**config.mk**
```make
export PLATFORM = sky130hd
export DESIGN_NAME = markov_chain_symbol_sampler_flat
export DESIGN_NICKNAME = d
export VERILOG_FILES = /design/src/sv/mcs_pkg.sv /design/src/sv/mcs_in_if.sv /design/src/sv/mcs_out_if.sv /design/src/sv/mcs_ram.sv /design/src/sv/mcs_sort_scan.sv /design/src/sv/markov_chain_symbol_sampler.sv /design/src/flat_wrapper.sv
export SDC_FILE = /design/constraint.sdc
export NUM_CORES = 2
export LEC_CHECK = 0
export CORE_MARGIN = 4
export CORE_UTILIZATION = 40
export DETAILED_ROUTE_END_ITERATION = 12
export DONT_BUFFER_PORTS = 1
export PLACE_DENSITY = 0.61
export SYNTH_ARGS = -nofsm -noshare
export SYNTH_HDL_FRONTEND = slang
export SYNTH_SLANG_ARGS = --single-unit
export TNS_END_PERCENT = 5
```
**constraint.sdc**
```tcl
create_clock -name clk_i -period 11.2 [get_ports clk_i]
set_clock_uncertainty 0.1 [all_clocks]
set_input_delay 1.68 -clock clk_i [delete_from_list [all_inputs] [get_ports clk_i]]
set_output_delay 1.68 -clock clk_i [all_outputs]
set_load 0.02 [all_outputs]
```
**src/sv/mcs_pkg.sv**
```systemverilog
`timescale 1ns / 1ps
// ----------------------------------------------------------------------------
// Markov chain sampler package
// Shared widths, codes and state types for the symbol sampler.
// ----------------------------------------------------------------------------
package mcs_pkg;

  localparam int MAX_SYMBOLS = 10;
  localparam int TABLE_ROWS  = MAX_SYMBOLS + 1;
  localparam int INIT_ROW    = MAX_SYMBOLS;
  localparam int TBL_DEPTH   = TABLE_ROWS * MAX_SYMBOLS;
  localparam int TBL_AW      = $clog2(TBL_DEPTH);
  localparam int SYM_W       = 4;
  localparam int PROB_W      = 17;
  localparam int CNT_W       = 32;
  localparam int SUM_W       = PROB_W + SYM_W + 1;
  localparam int CNT_AW      = $clog2(MAX_SYMBOLS);

  typedef enum logic [1:0] {
    ACT_WRITE    = 2'd0,
    ACT_RESTART  = 2'd1,
    ACT_GENERATE = 2'd2
  } action_e;

  typedef enum logic [2:0] {
    TOP_IDLE,
    TOP_FETCH,
    TOP_WAIT,
    TOP_SORT,
    TOP_FINISH
  } top_state_e;

  typedef enum logic [1:0] {
    SRT_IDLE,
    SRT_LOAD,
    SRT_CMP
  } sort_state_e;

  typedef struct packed {
    logic             done;
    logic             hit;
    logic [SYM_W-1:0] symbol;
  } sort_status_t;

endpackage

```
**src/sv/mcs_in_if.sv**
```systemverilog
`timescale 1ns / 1ps
// ----------------------------------------------------------------------------
// Sampler input channel
// Valid/ready channel carrying one command item.
// ----------------------------------------------------------------------------
interface mcs_in_if;
  logic                       valid;
  logic                       ready;
  logic [1:0]                 action;
  logic [3:0]                 table_row;
  logic [3:0]                 table_column;
  logic [mcs_pkg::PROB_W-1:0] probability;
  logic [mcs_pkg::PROB_W-1:0] random_draw;

  modport source (output valid, action, table_row, table_column, probability, random_draw,
                  input ready);
  modport sink (input valid, action, table_row, table_column, probability, random_draw,
                output ready);
endinterface

```
**src/sv/mcs_out_if.sv**
```systemverilog
`timescale 1ns / 1ps
// ----------------------------------------------------------------------------
// Sampler output channel
// Valid/ready channel carrying one sampled result.
// ----------------------------------------------------------------------------
interface mcs_out_if;
  logic                      valid;
  logic                      ready;
  logic [mcs_pkg::SYM_W-1:0] symbol;
  logic                      no_selection;
  logic [mcs_pkg::CNT_W-1:0] occupancy;

  modport source (output valid, symbol, no_selection, occupancy, input ready);
  modport sink (input valid, symbol, no_selection, occupancy, output ready);
endinterface

```
**src/sv/mcs_ram.sv**
```systemverilog
`timescale 1ns / 1ps
// ----------------------------------------------------------------------------
// Generic RAM
// One write port and one read port with registered read data.
// ----------------------------------------------------------------------------
module mcs_ram #(
  parameter int WIDTH = 8,
  parameter int DEPTH = 16
) (
  input  logic                     clk_i,
  input  logic                     we_i,
  input  logic [$clog2(DEPTH)-1:0] waddr_i,
  input  logic [WIDTH-1:0]         wdata_i,
  input  logic                     re_i,
  input  logic [$clog2(DEPTH)-1:0] raddr_i,
  output logic [WIDTH-1:0]         rdata_o
);

  logic [WIDTH-1:0] mem_q [DEPTH];
  logic [WIDTH-1:0] rdata_q;

  always_ff @(posedge clk_i) begin
    if (we_i) begin
      mem_q[waddr_i] <= wdata_i;
    end
    if (re_i) begin
      rdata_q <= mem_q[raddr_i];
    end
  end

  assign rdata_o = rdata_q;

endmodule

```
**src/sv/mcs_sort_scan.sv**
```systemverilog
`timescale 1ns / 1ps
// ----------------------------------------------------------------------------
// Sort and scan unit
// Exchange sort of one row, one compare per cycle, with the cumulative scan
// folded into the end of each pass.
// ----------------------------------------------------------------------------
module mcs_sort_scan (
  input  logic                       clk_i,
  input  logic                       rst_ni,
  input  logic                       load_en_i,
  input  logic [mcs_pkg::SYM_W-1:0]  load_idx_i,
  input  logic [mcs_pkg::PROB_W-1:0] load_val_i,
  input  logic                       start_i,
  input  logic [mcs_pkg::SYM_W-1:0]  count_i,
  input  logic [mcs_pkg::PROB_W-1:0] draw_i,
  output mcs_pkg::sort_status_t      status_o
);

  mcs_pkg::sort_state_e state_q, state_d;

  logic [mcs_pkg::PROB_W-1:0] vals_q [mcs_pkg::MAX_SYMBOLS];
  logic [mcs_pkg::SYM_W-1:0]  ids_q  [mcs_pkg::MAX_SYMBOLS];
  logic [mcs_pkg::SYM_W-1:0]  i_q, j_q;
  logic [mcs_pkg::PROB_W-1:0] cur_val_q;
  logic [mcs_pkg::SYM_W-1:0]  cur_id_q;
  logic [mcs_pkg::SUM_W-1:0]  sum_q;
  mcs_pkg::sort_status_t      status_q;

  logic [mcs_pkg::SYM_W-1:0]  rd_idx;
  logic [mcs_pkg::PROB_W-1:0] rd_val;
  logic [mcs_pkg::SYM_W-1:0]  rd_id;
  logic                       pass_end;
  logic [mcs_pkg::SUM_W-1:0]  hi_sum;
  logic                       in_interval;
  logic                       last_pass;
  logic                       do_swap;

  assign rd_idx      = (state_q == mcs_pkg::SRT_LOAD) ? i_q : j_q;
  assign rd_val      = vals_q[rd_idx];
  assign rd_id       = ids_q[rd_idx];
  assign pass_end    = (j_q >= count_i);
  assign hi_sum      = sum_q + mcs_pkg::SUM_W'(cur_val_q);
  assign in_interval = (mcs_pkg::SUM_W'(draw_i) >= sum_q) &&
                       (mcs_pkg::SUM_W'(draw_i) <= hi_sum);
  assign last_pass   = ((i_q + 1'b1) == count_i);
  assign do_swap     = (state_q == mcs_pkg::SRT_CMP) && !pass_end && (rd_val < cur_val_q);

  // Next state.
  always_comb begin
    state_d = state_q;
    case (state_q)
      mcs_pkg::SRT_IDLE: begin
        if (start_i && (count_i != '0)) begin
          state_d = mcs_pkg::SRT_LOAD;
        end
      end
      mcs_pkg::SRT_LOAD: begin
        state_d = mcs_pkg::SRT_CMP;
      end
      mcs_pkg::SRT_CMP: begin
        if (pass_end) begin
          if (in_interval || last_pass) begin
            state_d = mcs_pkg::SRT_IDLE;
          end else begin
            state_d = mcs_pkg::SRT_LOAD;
          end
        end
      end
      default: state_d = mcs_pkg::SRT_IDLE;
    endcase
  end

  always_ff @(posedge clk_i or negedge rst_ni) begin
    if (!rst_ni) begin
      state_q  <= mcs_pkg::SRT_IDLE;
      status_q <= '0;
    end else begin
      state_q <= state_d;
      if ((state_q == mcs_pkg::SRT_IDLE) && start_i && (count_i == '0)) begin
        // An empty alphabet scans nothing.
        status_q.done <= 1'b1;
        status_q.hit  <= 1'b0;
      end else if ((state_q == mcs_pkg::SRT_CMP) && pass_end &&
                   (in_interval || last_pass)) begin
        status_q.done   <= 1'b1;
        status_q.hit    <= in_interval;
        status_q.symbol <= cur_id_q;
      end else begin
        status_q.done <= 1'b0;
      end
    end
  end

  // Datapath: row registers, pass indices and running sum.
  always_ff @(posedge clk_i) begin
    if (load_en_i) begin
      vals_q[load_idx_i] <= load_val_i;
      ids_q[load_idx_i]  <= load_idx_i;
    end
    if (start_i) begin
      i_q   <= '0;
      sum_q <= '0;
    end
    if (state_q == mcs_pkg::SRT_LOAD) begin
      cur_val_q <= rd_val;
      cur_id_q  <= rd_id;
      j_q       <= i_q + 1'b1;
    end
    if (do_swap) begin
      vals_q[rd_idx] <= cur_val_q;
      ids_q[rd_idx]  <= cur_id_q;
      cur_val_q      <= rd_val;
      cur_id_q       <= rd_id;
    end
    if ((state_q == mcs_pkg::SRT_CMP) && !pass_end) begin
      j_q <= j_q + 1'b1;
    end
    if ((state_q == mcs_pkg::SRT_CMP) && pass_end && !in_interval) begin
      sum_q <= hi_sum;
      i_q   <= i_q + 1'b1;
    end
  end

  assign status_o = status_q;

endmodule

```
**src/sv/markov_chain_symbol_sampler.sv**
```systemverilog
`timescale 1ns / 1ps
// ----------------------------------------------------------------------------
// Markov chain symbol sampler
// Inverse-CDF draw over a sorted row of a probability table held in RAM,
// with per-symbol occupancy counters held in a second RAM.
// ----------------------------------------------------------------------------
//
//  Channel   Direction  Content
//  in_i      sink       action, table_row, table_column, probability, random_draw
//  out_o     source     symbol, no_selection, occupancy (one per generate)
//  cfg       write      cfg_wdata_i = alphabet_size, taken when cfg_we_i is high
//
// Write, restart and unused actions leave the sampler idle and ready for the
// next item. A generate holds off the input until it is done, and ends
// sooner when the scan hits before the last pass; the exchange sort does one
// compare per cycle on the row registers.
// There is no clearing pass after reset: counters carry one valid bit each.
// A finished result waits in the output register; the next item is accepted
// meanwhile, and a later generate holds in its last step until it is free.
//
module markov_chain_symbol_sampler (
  input  logic       clk_i,
  input  logic       rst_ni,
  input  logic       cfg_we_i,
  input  logic [3:0] cfg_wdata_i,
  mcs_in_if.sink     in_i,
  mcs_out_if.source  out_o
);

  mcs_pkg::top_state_e state_q, state_d;

  // Configuration: alphabet size, clamped to the table width when used.
  logic [mcs_pkg::SYM_W-1:0] alpha_q;
  logic [mcs_pkg::SYM_W-1:0] n_sym;

  // Chain state.
  logic [mcs_pkg::SYM_W-1:0]       last_q;
  logic                            started_q;
  logic [mcs_pkg::MAX_SYMBOLS-1:0] cnt_vld_q;

  // Per-item registers.
  logic [mcs_pkg::SYM_W-1:0]  row_q;
  logic [mcs_pkg::SYM_W-1:0]  n_q;
  logic [mcs_pkg::PROB_W-1:0] draw_q;
  logic [mcs_pkg::SYM_W-1:0]  col_q;
  logic                       rd_pend_q;
  logic [mcs_pkg::SYM_W-1:0]  rd_col_q;
  logic                       hit_q;
  logic [mcs_pkg::SYM_W-1:0]  sym_q;

  // Output register.
  logic                      out_valid_q;
  logic [mcs_pkg::SYM_W-1:0] out_sym_q;
  logic                      out_nosel_q;
  logic [mcs_pkg::CNT_W-1:0] out_occ_q;

  logic                       in_xfer;
  mcs_pkg::action_e           act;
  logic                       tbl_we;
  logic [mcs_pkg::TBL_AW-1:0] tbl_waddr;
  logic [mcs_pkg::TBL_AW-1:0] tbl_raddr;
  logic [mcs_pkg::PROB_W-1:0] tbl_rdata;
  logic                       tbl_re;
  logic                       write_ok;

  logic                       cnt_re;
  logic                       cnt_we;
  logic [mcs_pkg::CNT_W-1:0]  cnt_rdata;
  logic [mcs_pkg::CNT_W-1:0]  cnt_old;
  logic [mcs_pkg::CNT_W-1:0]  cnt_new;

  logic                       sort_start;
  mcs_pkg::sort_status_t      sort_status;
  logic                       out_free;
  logic                       finish;

  assign n_sym    = (alpha_q > mcs_pkg::SYM_W'(mcs_pkg::MAX_SYMBOLS)) ?
                    mcs_pkg::SYM_W'(mcs_pkg::MAX_SYMBOLS) : alpha_q;
  assign act      = mcs_pkg::action_e'(in_i.action);
  assign in_i.ready = (state_q == mcs_pkg::TOP_IDLE);
  assign in_xfer  = in_i.valid && in_i.ready;
  assign out_free = !out_valid_q || out_o.ready;
  assign finish   = (state_q == mcs_pkg::TOP_FINISH) && out_free;

  // Table writes land straight in the RAM in the cycle of the transfer.
  // Rows beyond the initial row and columns beyond the table width are dropped.
  assign write_ok  = (in_i.table_row <= mcs_pkg::SYM_W'(mcs_pkg::INIT_ROW)) &&
                     (in_i.table_column < mcs_pkg::SYM_W'(mcs_pkg::MAX_SYMBOLS));
  assign tbl_we    = in_xfer && (act == mcs_pkg::ACT_WRITE) && write_ok;
  assign tbl_waddr = mcs_pkg::TBL_AW'(in_i.table_row) * mcs_pkg::TBL_AW'(mcs_pkg::MAX_SYMBOLS)
                   + mcs_pkg::TBL_AW'(in_i.table_column);
  assign tbl_re    = (state_q == mcs_pkg::TOP_FETCH);
  assign tbl_raddr = mcs_pkg::TBL_AW'(row_q) * mcs_pkg::TBL_AW'(mcs_pkg::MAX_SYMBOLS)
                   + mcs_pkg::TBL_AW'(col_q);

  mcs_ram #(
    .WIDTH (mcs_pkg::PROB_W),
    .DEPTH (mcs_pkg::TBL_DEPTH)
  ) u_tbl_ram (
    .clk_i   (clk_i),
    .we_i    (tbl_we),
    .waddr_i (tbl_waddr),
    .wdata_i (in_i.probability),
    .re_i    (tbl_re),
    .raddr_i (tbl_raddr),
    .rdata_o (tbl_rdata)
  );

  // Occupancy counters: read when the sort reports a hit, then incremented
  // with saturation and written back once the output register is free.
  // An entry whose valid bit is clear reads as zero.
  assign cnt_re  = sort_status.done && sort_status.hit;
  assign cnt_we  = finish && hit_q;
  assign cnt_old = cnt_vld_q[sym_q] ? cnt_rdata : '0;
  assign cnt_new = (&cnt_old) ? cnt_old : cnt_old + 1'b1;

  mcs_ram #(
    .WIDTH (mcs_pkg::CNT_W),
    .DEPTH (mcs_pkg::MAX_SYMBOLS)
  ) u_cnt_ram (
    .clk_i   (clk_i),
    .we_i    (cnt_we),
    .waddr_i (mcs_pkg::CNT_AW'(sym_q)),
    .wdata_i (cnt_new),
    .re_i    (cnt_re),
    .raddr_i (mcs_pkg::CNT_AW'(sort_status.symbol)),
    .rdata_o (cnt_rdata)
  );

  assign sort_start = (state_q == mcs_pkg::TOP_WAIT);

  mcs_sort_scan u_sort_scan (
    .clk_i      (clk_i),
    .rst_ni     (rst_ni),
    .load_en_i  (rd_pend_q),
    .load_idx_i (rd_col_q),
    .load_val_i (tbl_rdata),
    .start_i    (sort_start),
    .count_i    (n_q),
    .draw_i     (draw_q),
    .status_o   (sort_status)
  );

  // Next state.
  always_comb begin
    state_d = state_q;
    case (state_q)
      mcs_pkg::TOP_IDLE: begin
        if (in_xfer && (act == mcs_pkg::ACT_GENERATE)) begin
          // With no symbols in use there is nothing to fetch.
          state_d = (n_sym == '0) ? mcs_pkg::TOP_WAIT : mcs_pkg::TOP_FETCH;
        end
      end
      mcs_pkg::TOP_FETCH: begin
        if ((col_q + 1'b1) == n_q) begin
          state_d = mcs_pkg::TOP_WAIT;
        end
      end
      mcs_pkg::TOP_WAIT: begin
        state_d = mcs_pkg::TOP_SORT;
      end
      mcs_pkg::TOP_SORT: begin
        if (sort_status.done) begin
          state_d = mcs_pkg::TOP_FINISH;
        end
      end
      mcs_pkg::TOP_FINISH: begin
        if (out_free) begin
          state_d = mcs_pkg::TOP_IDLE;
        end
      end
      default: state_d = mcs_pkg::TOP_IDLE;
    endcase
  end

  // Control registers.
  always_ff @(posedge clk_i or negedge rst_ni) begin
    if (!rst_ni) begin
      state_q     <= mcs_pkg::TOP_IDLE;
      alpha_q     <= mcs_pkg::SYM_W'(mcs_pkg::MAX_SYMBOLS);
      last_q      <= '0;
      started_q   <= 1'b0;
      cnt_vld_q   <= '0;
      rd_pend_q   <= 1'b0;
      out_valid_q <= 1'b0;
    end else begin
      state_q   <= state_d;
      rd_pend_q <= (state_q == mcs_pkg::TOP_FETCH);
      if (cfg_we_i) begin
        alpha_q <= cfg_wdata_i;
      end
      if (in_xfer && (act == mcs_pkg::ACT_RESTART)) begin
        last_q    <= '0;
        started_q <= 1'b0;
        cnt_vld_q <= '0;
      end
      if (cnt_we) begin
        cnt_vld_q[sym_q] <= 1'b1;
        last_q           <= sym_q;
        started_q        <= 1'b1;
      end
      if (finish) begin
        out_valid_q <= 1'b1;
      end else if (out_o.ready) begin
        out_valid_q <= 1'b0;
      end
    end
  end

  // Item and result payload registers.
  always_ff @(posedge clk_i) begin
    if (in_xfer) begin
      row_q  <= started_q ? last_q : mcs_pkg::SYM_W'(mcs_pkg::INIT_ROW);
      n_q    <= n_sym;
      draw_q <= in_i.random_draw;
      col_q  <= '0;
    end
    if (state_q == mcs_pkg::TOP_FETCH) begin
      col_q    <= col_q + 1'b1;
      rd_col_q <= col_q;
    end
    if (sort_status.done) begin
      hit_q <= sort_status.hit;
      sym_q <= sort_status.symbol;
    end
    if (finish) begin
      out_sym_q   <= hit_q ? sym_q : '0;
      out_nosel_q <= !hit_q;
      out_occ_q   <= hit_q ? cnt_new : '0;
    end
  end

  assign out_o.valid        = out_valid_q;
  assign out_o.symbol       = out_sym_q;
  assign out_o.no_selection = out_nosel_q;
  assign out_o.occupancy    = out_occ_q;

endmodule

```
**src/flat_wrapper.sv**
```systemverilog
// flat-port wrapper written by rule: the top's interface ports become plain ports
module markov_chain_symbol_sampler_flat 
  (clk_i, rst_ni, cfg_we_i, cfg_wdata_i, in_i_valid, in_i_action, in_i_table_row, in_i_table_column, in_i_probability, in_i_random_draw, in_i_ready, out_o_valid, out_o_symbol, out_o_no_selection, out_o_occupancy, out_o_ready);
  mcs_in_if in_i_i ();
  mcs_out_if out_o_i ();
  input  logic clk_i;
  input  logic rst_ni;
  input  logic cfg_we_i;
  input  logic [3:0] cfg_wdata_i;
  input wire logic [$bits(in_i_i.valid)-1:0] in_i_valid;
  input wire logic [$bits(in_i_i.action)-1:0] in_i_action;
  input wire logic [$bits(in_i_i.table_row)-1:0] in_i_table_row;
  input wire logic [$bits(in_i_i.table_column)-1:0] in_i_table_column;
  input wire logic [$bits(in_i_i.probability)-1:0] in_i_probability;
  input wire logic [$bits(in_i_i.random_draw)-1:0] in_i_random_draw;
  output wire logic [$bits(in_i_i.ready)-1:0] in_i_ready;
  output wire logic [$bits(out_o_i.valid)-1:0] out_o_valid;
  output wire logic [$bits(out_o_i.symbol)-1:0] out_o_symbol;
  output wire logic [$bits(out_o_i.no_selection)-1:0] out_o_no_selection;
  output wire logic [$bits(out_o_i.occupancy)-1:0] out_o_occupancy;
  input wire logic [$bits(out_o_i.ready)-1:0] out_o_ready;
  assign in_i_i.valid = in_i_valid;
  assign in_i_i.action = in_i_action;
  assign in_i_i.table_row = in_i_table_row;
  assign in_i_i.table_column = in_i_table_column;
  assign in_i_i.probability = in_i_probability;
  assign in_i_i.random_draw = in_i_random_draw;
  assign in_i_ready = in_i_i.ready;
  assign out_o_valid = out_o_i.valid;
  assign out_o_symbol = out_o_i.symbol;
  assign out_o_no_selection = out_o_i.no_selection;
  assign out_o_occupancy = out_o_i.occupancy;
  assign out_o_i.ready = out_o_ready;
  markov_chain_symbol_sampler u_core (.clk_i(clk_i), .rst_ni(rst_ni), .cfg_we_i(cfg_we_i), .cfg_wdata_i(cfg_wdata_i), .in_i(in_i_i), .out_o(out_o_i));
endmodule
```
# == After elaboration in Yosys (flattened, before gate mapping) ==
# Memory sizes are Yosys's and may differ from the RTL's. A register that Yosys moved wholly into a read port is not among the register bits.
# Cells that the tools add are included.
# totals
register_bits,158
mem_bits_rw,2400
input_bits,53
word_cells,157
n_memories,4
# op_classes
n_addsub,7
n_mul,2
magnitude_cmp,9
eq_ne,16
muxes,49
n_bitwise,2
reduce_logical,42
# memory_table
memory,depth,width,read_ports,rd_clocked_by_memory_dff,wr,line_no,source
u_core.u_tbl_ram.mem_q,110,17,1,1,1,mcs_ram.sv:19,logic [WIDTH-1:0] mem_q [DEPTH];
u_core.u_cnt_ram.mem_q,10,32,1,1,1,mcs_ram.sv:19,
u_core.u_sort_scan.vals_q,10,17,1,0,2,mcs_sort_scan.sv:21,logic [mcs_pkg::PROB_W-1:0] vals_q [mcs_pkg::MAX_SYMBOLS];
u_core.u_sort_scan.ids_q,10,4,1,0,2,mcs_sort_scan.sv:22,logic [mcs_pkg::SYM_W-1:0] ids_q [mcs_pkg::MAX_SYMBOLS];
# ops
op,n
32-bit two-way mux,2
4-bit two-way mux,12
22-bit two-way mux,2
17-bit two-way mux,2
"32-bit by 1-bit adder with 32-bit output, second input constant",1
32-bit AND reduction,1
22-bit by 17-bit adder with 22-bit output,1
17-bit by 22-bit greater-or-equal comparator with 1-bit output,1
17-bit by 22-bit less-or-equal comparator with 1-bit output,1
10-bit two-way mux,2
1-bit logical AND,19
17-bit < comparator,1
1-bit two-way mux,16
3-bit case mux with 5 select lines,1
7-bit by 4-bit adder with 7-bit output,2
2-bit nonzero test,7
"4-bit by 1-bit adder with 4-bit output, second input constant",3
"4-bit by 3-bit multiplier with 6-bit output, second input constant",2
3-bit two-way mux,4
"2-bit inequality test, second input constant",5
10-bit bitwise OR,1
4-bit equality test,2
4-bit zero test,2
2-bit two-way mux,4
24 further kinds,33

# == Longest topological paths before layout ==
# logic_depth
depth_word,7
mapped_depth,19
ltp_nobuf,18

# == By module ==
# A second synthesis with hierarchy kept.
# unflattened
hier_cells,5768
hier_area_um2,107435.5
# modules_own_cells
mod,instances,cells_each,area_per_inst_um2,seq_area_each_um2
mcs_ram at u_core.u_tbl_ram,1,3466,73082.6,56664.3
mcs_sort_scan,1,1124,15417.3,8037.7
mcs_ram at u_core.u_cnt_ram,1,698,13610.6,10570.1
markov_chain_symbol_sampler,1,480,5325.1,2855.2

# == Worst setup path before layout ==
# Ideal clock, no wire load.
# synth_timing
kind,in2reg
from,input out_o_ready
to,"memory u_core.u_cnt_ram.mem_q[0][0] (netlist bit), enable pin"
arrival_ps,6545
required_ps,10584
slack_ps,4039
path_stages,4
path_buffers,0
path_cell_list,nand2b_1 -> and3_1 -> nand2_1 -> nor4b_1
# synth_between
elab_chain_cells,5
# synth_rtl
element,line_no,source
from (decl),flat_wrapper.sv:21,input wire logic [$bits(out_o_i.ready)-1:0] out_o_ready;
1-bit logical OR,markov_chain_symbol_sampler.sv:82,assign out_free = !out_valid_q || out_o.ready;
1-bit logical AND,markov_chain_symbol_sampler.sv:83,assign finish = (state_q == mcs_pkg::TOP_FINISH) && out_free;
via u_core.finish,markov_chain_symbol_sampler.sv:75,logic finish;
1-bit logical AND,markov_chain_symbol_sampler.sv:113,assign cnt_we = finish && hit_q;
1-bit two-way mux,mcs_ram.sv:23,if (we_i) begin
1-bit two-way mux (implied by the code),mcs_ram.sv:24,mem_q[waddr_i] <= wdata_i;
to (decl),mcs_ram.sv:19,
# The timed path passes the listed nets, and every way through them passes these cells.

==> flow_summary.ini <==
[hold_path]
min_path_type = reg -> reg
min_path_cells = 1

[synthesis]
yosys.cell_types.count = 76
async_reset_ff_share_pct = 1.227
syn-instance-count = 5136
seq_area_frac_synth_pct = 73.51
synth-seq-cells = 2607
synthesis.nets = 5281
avgSynthCellArea_sq_um = 20.69
netlist_area_sq_mm = 0.1063
synthFlopType = edfxtp_1
yosys_warnings = 0
synth-edff-count = 2575

[detailed_routing]
finalWirelength_mm = 248.3
detail_route.vias_per_cell = 5.640
drc = 0
firstDrtPassIters = 7
ant_nets = 0
wl_per_cell_um = 27.52
vias = 50870
drtIter0Drc = 5114

[worst_setup_path]
crit_chain = and3b_1 > a21oi_4 > buf_4 > buf_4 > mux4_2 > a22oi_1 > o21ai_0 > ha_1 > and3_1 > a22o_1 > o21ai_0 > and3b_1 > a21oi_4 > nor4_4 > buf_4 > a41o_1
cp.required_ps = 11500
crit_top_cell = buf_4
cp_data_arrival_time_ps = 6830
cp_max_fo = 40
start_kind = flop
reg2reg_depth = 16
crit_path_end_kind = flop
slowest_delay_ps = 850
crit_slowest_cell = a41o_1
worstSetupPathType = reg -> reg

[timing]
hold_viol = 0
relSlewSlack_pct = 17.82
fin_tns_setup_ps = 0
finalCriticalPeriod_ps = 6532
setup_violations = 0
max_freq_ghz = 0.1531
worst_slew_pin_slew_ps = 1231
maxSlewViolCount = 0
fin_crit_sh_pct = 58.32
holdWs_ps = 376.5
rsz0062_at_grt = no

[cts]
cts_setup_buffers = 0
hold_buffers = 0
clk_pin_slew_ps = 60
cts.path.max_buffers = 4
cts_tree = done
clock_sinks = 2607
cts_root_buf = clkbuf_16
cts_buffers = 277
worstSkewPairLatency_ps = 830
post_cts_resized = 0
htree_levels = 5

[placement]
portBuffers = 0
gp_congestion = 0.7874
place_hpwl_mm = 139.5
dpl-instance-area_sq_mm = 0.1111

[floorplanning]
num_rows = 188
core-area_sq_mm = 0.2635
floorplan.initialDensity_pct = 40.34
die_w_um = 523.5
pin_count = 92
die-area_sq_mm = 0.2740
fp.dieH_um = 523.5

[run]
maxCapViolations = 0

[global_route]
grt-ovfl-total = 0
grt_start_max_net_pins = 111
grt_use_total_pct = 17.98
antenna_found_initial = 5
grt_pass1_wl_mm = 364.7
grt_pass1_vias = 52040

[cells_and_area]
stdcell_area_sq_mm = 0.1195
postLayoutCoreUtil_pct = 45.38
drive_above_1_share_pct = 27.91
areaGrowthSynthToFinish_pct = 12.48
nNetsFinal = 5447

[pwr]
p_sw_share_pct = 32.45
ir_worst_vdd_mv = 0.3474
internal_power_mw = 21.19
p_leak_nw = 38.04
power_frac_comb_pct = 34.5
seq_power_share_pct = 38.0
p_clk_share_pct = 27.5
p_per_area_mw_per_mm2 = 262.3
switching_power_mw = 10.18

[status]
status = completed
==> power by group through the flow <==
stage	sequential, mW	combinational, mW	clock [mW]
after global routing	12.0	11.6	9.25
after CTS	11.9	11.0	8.84
final	11.9	10.8	8.64
after detailed placement	12.1	10.9	0
after floorplan	11.7	7.72	0
after global placement	12.1	10.8	0
==> layer usage <==
layer	vias to the layer above	GRT usage (%)	part of all wire [%]
met5	-	0	0
met4	0	4.570	2.4
met3	353	3.557	7.3
met2	1771	28.51	48
met1	27270	25.71	43
li1	21480	-	-
==> metrics by stage <==
step	instances	power, mW	setup slack [ps]
finish	9020	31.36	4668
global route	9012	32.78	4160
CTS	9012	31.70	4542
detailed placement	8538	23.04	4592
global placement	8538	22.94	4698
floorplan	5136	19.40	4039
==> flip-flops by register name (all words and copies together) (netlist names), 6 cells and up <==
register and count:
u_core.u_cnt_ram.mem_q 320, u_core.u_tbl_ram.mem_q 1870, u_core.u_sort_scan.sum_q 22, u_core.draw_q 17
u_core.u_sort_scan.ids_q 40, u_core.u_tbl_ram.rdata_o 17, u_core.u_sort_scan.status_o 6, u_core.out_o.occupancy 32
u_core.cnt_vld_q 10, u_core.u_sort_scan.cur_val_q 17, u_core.u_cnt_ram.rdata_o 32, u_core.u_sort_scan.vals_q 170
==> path summary, 6_finish.rpt <==
path,start,endpoint,slack [ps]
max,u_core.u_sort_scan.i_q[0]$_SDFFCE_PN0P_,u_core.u_sort_scan.vals_q[8][12]$_DFFE_PP_,4670
min,u_core.cnt_vld_q[2]$_DFF_PN0_,u_core.cnt_vld_q[2]$_DFF_PN0_,380
max reg2reg,u_core.u_sort_scan.i_q[0]$_SDFFCE_PN0P_,u_core.u_sort_scan.vals_q[8][12]$_DFFE_PP_,4670
min reg2reg,u_core.cnt_vld_q[2]$_DFF_PN0_,u_core.cnt_vld_q[2]$_DFF_PN0_,380
max in group asynchronous,rst_ni,u_core.alpha_q[3]$_DFFE_PN1P_,10340
min in group asynchronous,rst_ni,u_core.u_sort_scan.status_o[5]$_DFF_PN0_,470
==> layout make-up <==
type / count / area (sq um)
tap: 3515 / 4398
clock inverter: 126 / 1055
inverter: 61 / 229.0
sequential: 2607 / 78130
fill: 22000 / 143900
antenna: 8 / 20.02
timing repair buffer: 184 / 1431
clock buffer: 348 / 7347
multi-input combinational: 2171 / 26930
==> placed cells by master, fill, tap and decap left out, types with 56 or more instances in the layout <==
cell	count
buf_4	180
mux2_4	171
a21oi_1	101
mux2_2	63
ha_1	86
clkbuf_1	64
nand3_1	86
edfxtp_1	2575
clkbuf_16	284
o21ai_0	60
mux4_2	684
inv_1	61
nor2_1	182
clkinv_1	59
mux2i_1	56
nand2_1	195
==> worst max-delay path: cells and delay by family (launching register included) <==
family | cells | cell delay [ps]
adders and majority gates | 1 | 340
AOI/OAI and AO/OA | 7 | 1930
buffers and inverters | 3 | 1600
DFF | 1 | 490
and+or+nand+nor | 4 | 1030
muxes | 1 | 590
==> Yosys cell counts (9+ instances only) <==
library cell / n / area (sq um)
a21o_1: 39 / 292.8
a211oi_1: 38 / 285.3
a21oi_1: 101 / 505.5
inv_1: 61 / 229.0
mux2_4: 171 / 2567
ha_1: 87 / 1089
mux4_2: 684 / 15400
nand4_1: 23 / 143.9
buf_1: 83 / 311.6
a22oi_1: 26 / 195.2
o211ai_1: 11 / 82.58
and3_1: 13 / 81.33
nor2_1: 210 / 788.3
nand3_1: 86 / 430.4
nor4_1: 10 / 62.56
mux2_2: 63 / 709.4
nor2b_1: 38 / 237.7
nand2b_1: 14 / 87.58
buf_2: 17 / 85.08
and2_1: 25 / 156.4
o21ai_0: 62 / 310.3
mux2i_1: 57 / 570.6
edfxtp_1: 2575 / 77320
clkbuf_1: 177 / 664.4
xor2_1: 44 / 385.4
nor3_1: 45 / 225.2
nor4_4: 9 / 191.4
dfrtp_1: 30 / 750.7
xnor2_1: 35 / 306.5
nand2_1: 195 / 732.0
buf_6: 19 / 214.0
==> cell families after synthesis <==
kind of cell | share of synthesized area, %
compound gates | 1.914
buf+inv | 1.429
flops | 73.51
fa+ha+maj | 1.118
xor+xnor | 0.6510
mux | 18.16
simple gates | 3.223
Note: power is estimated with default switching activity, not from simulation.
